[src/rtl/allocation_leak_tracker_defines.svh]
// Assertion macros shared by the leak tracker RTL.
`ifndef ALLOCATION_LEAK_TRACKER_DEFINES_SVH
`define ALLOCATION_LEAK_TRACKER_DEFINES_SVH
`ifndef SYNTHESIS
// Check a property on every clock edge outside of reset.
`define ALT_ASSERT(lbl, clk, rst, prop) \
   lbl: assert property (@(posedge clk) disable iff (rst) prop) \
   else $error("%m: check failed");
// Check a property on every clock edge, reset included.
`define ALT_ASSERT_ALWAYS(lbl, clk, prop) \
   lbl: assert property (@(posedge clk) prop) \
   else $error("%m: check failed");
`else
`define ALT_ASSERT(lbl, clk, rst, prop)
`define ALT_ASSERT_ALWAYS(lbl, clk, prop)
`endif
`endif

[src/rtl/alt_pkg.sv]
// Types and constants shared by the leak tracker modules.
package alt_pkg;

   // Action codes of a request.
   localparam logic [1:0] ACT_ALLOC  = 2'd0;
   localparam logic [1:0] ACT_FREE   = 2'd1;
   localparam logic [1:0] ACT_REPORT = 2'd2;

   // Result kinds.
   localparam logic [1:0] KIND_ACK   = 2'd0;
   localparam logic [1:0] KIND_LEAK  = 2'd1;
   localparam logic [1:0] KIND_EMPTY = 2'd2;

   // Largest number of records one report emits.
   localparam logic [6:0] REPORT_CAP = 7'd64;

   // Operation decided by the front end.
   typedef enum logic [2:0] {
      OP_ALLOC  = 3'd0,
      OP_FREE   = 3'd1,
      OP_REPORT = 3'd2,
      OP_ACK    = 3'd3,
      OP_EMPTY  = 3'd4
   } op_type;

   typedef struct packed {
      op_type      op;
      logic [31:0] address;
      logic [31:0] alloc_size;
      logic [31:0] site_tag;
      logic [19:0] line_number;
      logic [6:0]  limit;
   } alt_cmd_type;

   typedef struct packed {
      logic enabled;
      logic clearing;
   } alt_status_type;

   typedef struct packed {
      logic [31:0] address;
      logic [31:0] size;
      logic [31:0] site;
      logic [19:0] line;
      logic [63:0] stamp;
   } alt_rec_type;

   typedef struct packed {
      logic [1:0]  kind;
      logic [31:0] address;
      logic [31:0] size;
      logic [31:0] site;
      logic [19:0] line;
      logic [63:0] age;
      logic        matched;
   } alt_res_type;

   // A result that carries no record.
   function automatic alt_res_type plain_result(input logic [1:0] kind, input logic matched);
      alt_res_type r;
      r         = '0;
      r.kind    = kind;
      r.matched = matched;
      return r;
   endfunction

endpackage

[src/rtl/alt_ifs.sv]
// Request and response channel interfaces.
interface alt_req_if;
   logic        valid;
   logic        ready;
   logic [1:0]  action;
   logic [31:0] address;
   logic [31:0] alloc_size;
   logic [31:0] site_tag;
   logic [19:0] line_number;
   logic [6:0]  report_limit;

   modport source (output valid, action, address, alloc_size, site_tag, line_number,
                   report_limit, input ready);
   modport sink (input valid, action, address, alloc_size, site_tag, line_number,
                 report_limit, output ready);
endinterface


[src/rtl/alt_front.sv]
// Front end: accepts requests, classifies them and queues commands.
`include "allocation_leak_tracker_defines.svh"
module alt_front import alt_pkg::*; (
   input  logic           clock,
   input  logic           reset,
   alt_req_if.sink        req_chan,
   input  alt_status_type status,
   output logic           cmd_valid,
   output alt_cmd_type    cmd,
   input  logic           cmd_pop
);
   alt_cmd_type entry_ff [2];
   logic        wr_ptr_ff, wr_ptr_in;
   logic        rd_ptr_ff, rd_ptr_in;
   logic [1:0]  count_ff, count_in;
   alt_cmd_type new_cmd;
   logic        accept;
   logic [6:0]  limit;

   assign req_chan.ready = (count_ff != 2'd2) && !status.clearing;
   assign accept         = req_chan.valid && req_chan.ready;
   assign cmd_valid      = (count_ff != 2'd0);
   assign cmd            = entry_ff[rd_ptr_ff];

   // Classify the incoming transaction.
   always_comb begin
      limit                 = (req_chan.report_limit > REPORT_CAP) ? REPORT_CAP
                                                                   : req_chan.report_limit;
      new_cmd.address     = req_chan.address;
      new_cmd.alloc_size  = req_chan.alloc_size;
      new_cmd.site_tag    = req_chan.site_tag;
      new_cmd.line_number = req_chan.line_number;
      new_cmd.limit       = limit;
      case (req_chan.action)
         ACT_ALLOC: begin
            new_cmd.op = status.enabled ? OP_ALLOC : OP_ACK;
         end
         ACT_FREE: begin
            new_cmd.op = status.enabled ? OP_FREE : OP_ACK;
         end
         ACT_REPORT: begin
            new_cmd.op = (status.enabled && limit != 7'd0) ? OP_REPORT : OP_EMPTY;
         end
         default: begin
            new_cmd.op = OP_ACK;
         end
      endcase
   end

   // Queue pointers and fill level.
   always_comb begin
      wr_ptr_in = accept ? !wr_ptr_ff : wr_ptr_ff;
      rd_ptr_in = cmd_pop ? !rd_ptr_ff : rd_ptr_ff;
      count_in  = count_ff + 2'(accept) - 2'(cmd_pop);
   end

   always_ff @(posedge clock) begin
      if (reset) begin
         wr_ptr_ff <= 1'b0;
         rd_ptr_ff <= 1'b0;
         count_ff  <= 2'd0;
      end else begin
         wr_ptr_ff <= wr_ptr_in;
         rd_ptr_ff <= rd_ptr_in;
         count_ff  <= count_in;
      end
   end

   // Queue storage.
   always_ff @(posedge clock) begin
      if (accept) begin
         entry_ff[wr_ptr_ff] <= new_cmd;
      end
   end

   `ALT_ASSERT_ALWAYS(a_reset_empties_queue, clock, reset |=> (count_ff == 2'd0))
   `ALT_ASSERT(a_full_queue_holds, clock, reset,
               (count_ff == 2'd2 && !cmd_pop) |=> (count_ff == 2'd2))
   `ALT_ASSERT(a_pop_needs_command, clock, reset, cmd_pop |-> cmd_valid)
endmodule

[src/flat_wrapper.sv]
// flat-port wrapper written by rule: the top's interface ports become plain ports
module alt_front_flat import alt_pkg::*;
  (clock, reset, status, cmd_valid, cmd, cmd_pop, req_chan_valid, req_chan_action, req_chan_address, req_chan_alloc_size, req_chan_site_tag, req_chan_line_number, req_chan_report_limit, req_chan_ready);
  alt_req_if req_chan_i ();
  input  logic clock;
  input  logic reset;
  input  alt_status_type status;
  output logic cmd_valid;
  output alt_cmd_type cmd;
  input  logic cmd_pop;
  input wire logic [$bits(req_chan_i.valid)-1:0] req_chan_valid;
  input wire logic [$bits(req_chan_i.action)-1:0] req_chan_action;
  input wire logic [$bits(req_chan_i.address)-1:0] req_chan_address;
  input wire logic [$bits(req_chan_i.alloc_size)-1:0] req_chan_alloc_size;
  input wire logic [$bits(req_chan_i.site_tag)-1:0] req_chan_site_tag;
  input wire logic [$bits(req_chan_i.line_number)-1:0] req_chan_line_number;
  input wire logic [$bits(req_chan_i.report_limit)-1:0] req_chan_report_limit;
  output wire logic [$bits(req_chan_i.ready)-1:0] req_chan_ready;
  assign req_chan_i.valid = req_chan_valid;
  assign req_chan_i.action = req_chan_action;
  assign req_chan_i.address = req_chan_address;
  assign req_chan_i.alloc_size = req_chan_alloc_size;
  assign req_chan_i.site_tag = req_chan_site_tag;
  assign req_chan_i.line_number = req_chan_line_number;
  assign req_chan_i.report_limit = req_chan_report_limit;
  assign req_chan_ready = req_chan_i.ready;
  alt_front u_core (.clock(clock), .reset(reset), .req_chan(req_chan_i), .status(status), .cmd_valid(cmd_valid), .cmd(cmd), .cmd_pop(cmd_pop));
endmodule
[config.mk]
export PLATFORM = sky130hd
export DESIGN_NAME = alt_front_flat
export DESIGN_NICKNAME = d
export VERILOG_FILES = /design/src/rtl/alt_pkg.sv /design/src/rtl/alt_ifs.sv /design/src/rtl/alt_front.sv /design/src/flat_wrapper.sv
export VERILOG_INCLUDE_DIRS = /design/src /design/src/rtl
export SDC_FILE = /design/constraint.sdc
export NUM_CORES = 1
export LEC_CHECK = 0
export BUFFER_PORTS_ARGS = -buffer_cell sky130_fd_sc_hd__buf_2
export CORE_MARGIN = 5
export CORE_UTILIZATION = 54
export CTS_BUF_LIST = sky130_fd_sc_hd__clkbuf_2
export DETAILED_ROUTE_END_ITERATION = 10
export HOLD_SLACK_MARGIN = 0.05
export PLACE_DENSITY = 0.79
export SLEW_MARGIN = 25
export SYNTH_ARGS = -nofsm -noshare
export SYNTH_HDL_FRONTEND = slang
export SYNTH_SLANG_ARGS = --single-unit
export TNS_END_PERCENT = 30
[constraint.sdc]
create_clock -name clock -period 12.3 [get_ports clock]
set_input_delay 3.69 -clock clock [delete_from_list [all_inputs] [get_ports clock]]
set_output_delay 3.69 -clock clock [all_outputs]
set_load 0.05 [all_outputs]
Yosys cells after proc, flatten, opt, wreduce, memory -nomap -nowiden
Memories as Yosys holds them, arrays and structs flattened. A register that Yosys moved wholly into a read port is not among the register bits.
Cells that the tools add are included.
{"block": "totals", "input_bits": 131, "mem_bits_ro": 0, "n_memories": 1, "ramBits": 252, "latch_bits": 0, "out_inout_bits": 128, "wordCells": 28, "register_bits": 4}
{"block": "op_classes", "n_bitwise": 0, "eq_ne": 3, "n_shift": 0, "div": 0, "n_reduce_logical": 9, "n_mux": 9, "magnitude_cmp": 1, "n_mul": 0, "add_sub_neg": 2}
{"name": "u_core.entry_ff", "words": 2, "width": 126, "rd": 1, "rd_clocked_by_memory_dff": 1, "write_ports": 1, "line": "alt_front.sv:12", "text": "alt_cmd_type entry_ff [2];"}
{"operator": "$pmux W3 S3", "count": 1}
{"operator": "$gt A7 B7 Y1 const B", "count": 1}
{"operator": "$mux W7", "count": 1}
{"operator": "$reduce_bool A7 Y1", "count": 1}
{"operator": "$mux W1", "count": 4}
{"operator": "$mux W2", "count": 2}
{"operator": "$logic_and A1 B1 Y1", "count": 3}
{"operator": "$logic_not A1 Y1", "count": 3}
{"operator": "$mux W3", "count": 1}
{"operator": "$add A2 B1 Y2", "count": 1}
{"operator": "$eq A2 B1 Y1 const B", "count": 1}
{"operator": "$eq A2 B2 Y1 const B", "count": 1}
{"operator": "$logic_not A2 Y1", "count": 1}
{"operator": "$ne A2 B2 Y1 const B", "count": 1}
{"operator": "$reduce_bool A2 Y1", "count": 1}
{"operator": "$sub A2 B1 Y2", "count": 1}

Depth between registers and ports, before layout
{"block": "logic_depth", "word_depth": 6, "depth_mapped": 7, "ltp_nobuf": 7}

Worst setup path before layout
OpenSTA, ideal clock, no wires.
{"block": "synth_timing", "path_kind": "input to register", "from": "input port status[0] (netlist bit)", "to": "memory u_core.entry_ff[0][0] (netlist bit), enable pin", "t_required_ns": 11.673, "path_buffers": 0, "t_arrival_ns": 9.516, "cell_stages": 2, "setup_time_ns": 0.627, "setup_slack_ns": 2.157, "cell_sequence": "nor3b_2 nor2b_1"}
{"block": "synth_via", "elab_chain_len": 5}
{"element": "start: declaration", "line": "flat_wrapper.sv:7", "text": "input alt_status_type status;"}
{"element": "$logic_not A1 Y1", "line": "alt_front.sv:20", "text": "assign req_chan.ready = (count_ff != 2'd2) && !status.clearing;"}
{"element": "$logic_and A1 B1 Y1", "line": "alt_front.sv:20"}
{"element": "$logic_and A1 B1 Y1", "line": "alt_front.sv:21", "text": "assign accept = req_chan.valid && req_chan.ready;"}
{"element": "$mux W1", "line": "alt_front.sv:71", "text": "if (accept) begin"}
{"element": "$mux W1 (implied by the code)", "line": "alt_front.sv:72", "text": "entry_ff[wr_ptr_ff] <= new_cmd;"}
{"element": "end: declaration", "line": "alt_front.sv:12"}
No other way between the ends.

Final worst setup path
{"block": "layout_timing", "from": "input port status[0] (netlist bit)", "to": "output port req_chan_ready"}
{"block": "layout_via", "elab_chain_len": 2}
{"element": "$logic_not A1 Y1", "line": "alt_front.sv:20"}
{"element": "$logic_and A1 B1 Y1", "line": "alt_front.sv:20"}
{"element": "end: declaration", "line": "flat_wrapper.sv:18", "text": "output wire logic [$bits(req_chan_i.ready)-1:0] req_chan_ready;"}
No other way between the ends.

==> summary.txt <==
Hold Slack - 0.5457 ns
max cap viols - 0
PortBufs - 258
Core Area - 17240 sq um
hold path cells - 2
antenna violations before repair - 4
CTS tree - yes
Die H - 142.2 microns
clock sink total - 257
Longest Clk Path Bufs - 3
share of post-route cells with drive strength above 1 - 62.18%
Final period util - 63.78%
RSZ-0062 raised after global routing - no
Vias per Instance - 4.980
most frequent cells in the layout - buf_2, edfxtp_1, mux2_2, clkbuf_2, clkinv_1
Max Freq - 0.1275 GHz
CTS Buf Count - 59
Worst EP required - 8.61 ns
top cells by area, synth - edfxtp_1, mux2_2, dfxtp_1
clk slew on worst S/H paths - 0.09 ns
syn avg cell area - 21.80 sq um
area leader, netlist - edfxtp_1
Setup TNS - 0 ns
Reg2Reg Depth - 5
CP Data Arrival Time - 4.16 ns
H-Tree Depth - 2
critical path class - in -> out
Antenna Nets Post-Route - 0
Top Ports - 259
CP endpoint kind - output port
Worst Tran Pin Value - 0.9527 ns
chip width - 142.2 microns
relative slew slack - 36.48%
Clk pwr share - 27.7%
Syn-to-layout area delta - 22.32%
Logic pwr share - 18.4%
Post-Syn Instances - 433
Synth cell types - 22
Starting Density - 54.76%
skew final - 0.1157 ns
clock root buffer - clkbuf_2
post-CTS setup buffers - 0
first-pass GRT wire length - 28040 microns
leak pwr - 4.404 nW
worst vdd ir - 112.6 uV
status - finished clean
grt ovf - 0
Vias - 5060
sequential share of power - 53.8%
pwr dens - 166.6 nW/um^2
switching power - 574.6 uW
initial DRC count - 200
drt total wl - 18340 microns
Netlist Area Pre-Place - 9439 sq um
Pre-antenna DRT Iters - 4
gpl congestion - 0.7349
CP Launch Type - input port
# DRC - 0
register area share after synthesis - 81.23%
Pint - 1.349 mW
setup violators final - 0
full die area - 20220 sq um
YS warnings - 0
Tot Pwr - 1.924 mW
most common cell after layout, fill and taps aside - buf_2
CP Max Fanout - 2
Synth top area share - 80.17%
Fin. Hold Viols - 0
net switching fraction of the power - 29.87%
vias in the first global route - 5604
post-CTS sizing - 0
pin count of the biggest net entering global routing - 84
row cnt - 48
hold crit path type - reg -> reg
Global Route Usage Sum - 17.90%
Routed wire per std cell - 18.05 microns
crit path time final - 7.845 ns
hold buffers post-CTS - 0
hpwl dp - 12510 microns
Final #Nets - 874
Seq cells post-synth - 257
Skew-Pair Late Insertion Delay - 0.83 ns
Post-Syn Nets - 566
Slew Viols, Final - 0
==> Yosys cell counts (all sizes together) <==
library cell / count
and2b: 6
nor3b: 1
edfxtp: 252
o22ai: 1
nor2: 7
inv: 2
o21a: 1
xnor2: 2
mux2: 127
dfxtp: 5
and2: 1
or4: 2
nor2b: 5
o21bai: 1
xor2: 1
or2: 1
ha: 2
buf: 14
nand2: 1
dlygate4sd3: 1
==> cell families (layout without fill, tap and decap cells) <==
logic type / Yosys count / after routing / share of synthesized area, %
flip-flops: 257 / 257 / 81.23
multiplexers: 127 / 127 / 15.15
AND/OR/NAND/NOR: 24 / 24 / 1.630
buffers and inverters: 17 / 372 / 1.220
AO/OA/AOI/OAI: 3 / 3 / 0.2254
XOR/XNOR: 3 / 3 / 0.2784
adder cells (fa/ha/maj): 2 / 2 / 0.2651
other: 0 / 3 / 0
==> per-stage QoR <==
| stage | utilization (%) | std cells | setup WS (ns) | area (sq um) |
|---|---|---|---|---|
| final | 66.99 | 1016 | 4.455 | 11550 |
| after global routing | 66.99 | 1016 | 4.376 | 11550 |
| after CTS | 66.90 | 1013 | 4.450 | 11530 |
| after detailed placement | 63.59 | 905 | 4.449 | 10960 |
| after global placement | 63.47 | 904 | 4.454 | 10940 |
| after floorplan | - | 433 | 2.157 | 9439 |
==> layer usage <==
layer,wire [microns],share of wire (%),global-route usage [%]
met4,432,2.4,7.273
met2,9790,53,31.80
met5,13,0.071,0
met1,6389,35,18.80
met3,1712,9.3,7.392
==> worst paths after layout <==
kind,start,end,slack [ns]
worst max-delay path,status[0],req_chan_ready,4.45
worst min register to register,u_core.rd_ptr_ff,flop,0.55
worst max register to register,u_core.count_ff[1],u_core.entry_ff[0][87],9.45
worst min-delay path,u_core.rd_ptr_ff,flop,0.55
==> area by class of cell <==
| cell class | instances | area, sq um |
|---|---|---|
| sequential | 257 | 7671 |
| fill | 1188 | 5690 |
| multi-input combinational | 159 | 1667 |
| timing repair buffer | 262 | 1341 |
| clock buffer | 86 | 430.4 |
| tap | 225 | 281.5 |
| clock inverter | 22 | 140.1 |
| inverter | 2 | 7.507 |
| antenna | 3 | 7.507 |
==> worst max-delay path, stage by stage <==
cell	delay, ns
buf_2	0.11
nor2_1	0.09
buf_2	0.26
==> flip-flops by register name, summed over array words and instances, names as in the netlist, named ones only <==
register	cells
u_core.entry_ff	252
u_core.count_ff	2
u_core.rd_ptr_ff	1
u_core.wr_ptr_ff	1
==> power by group through the flow <==
stage	clock network (mW)	registers [mW]	logic (mW)
2_1_floorplan	0	1.05	0.274
5_1_grt	0.602	1.04	0.373
3_3_place_gp	0	1.05	0.349
6_report	0.534	1.04	0.354
3_5_place_dp	0	1.06	0.357
4_1_cts	0.556	1.04	0.358
No activity file was read; power rests on OpenSTA's default activity.
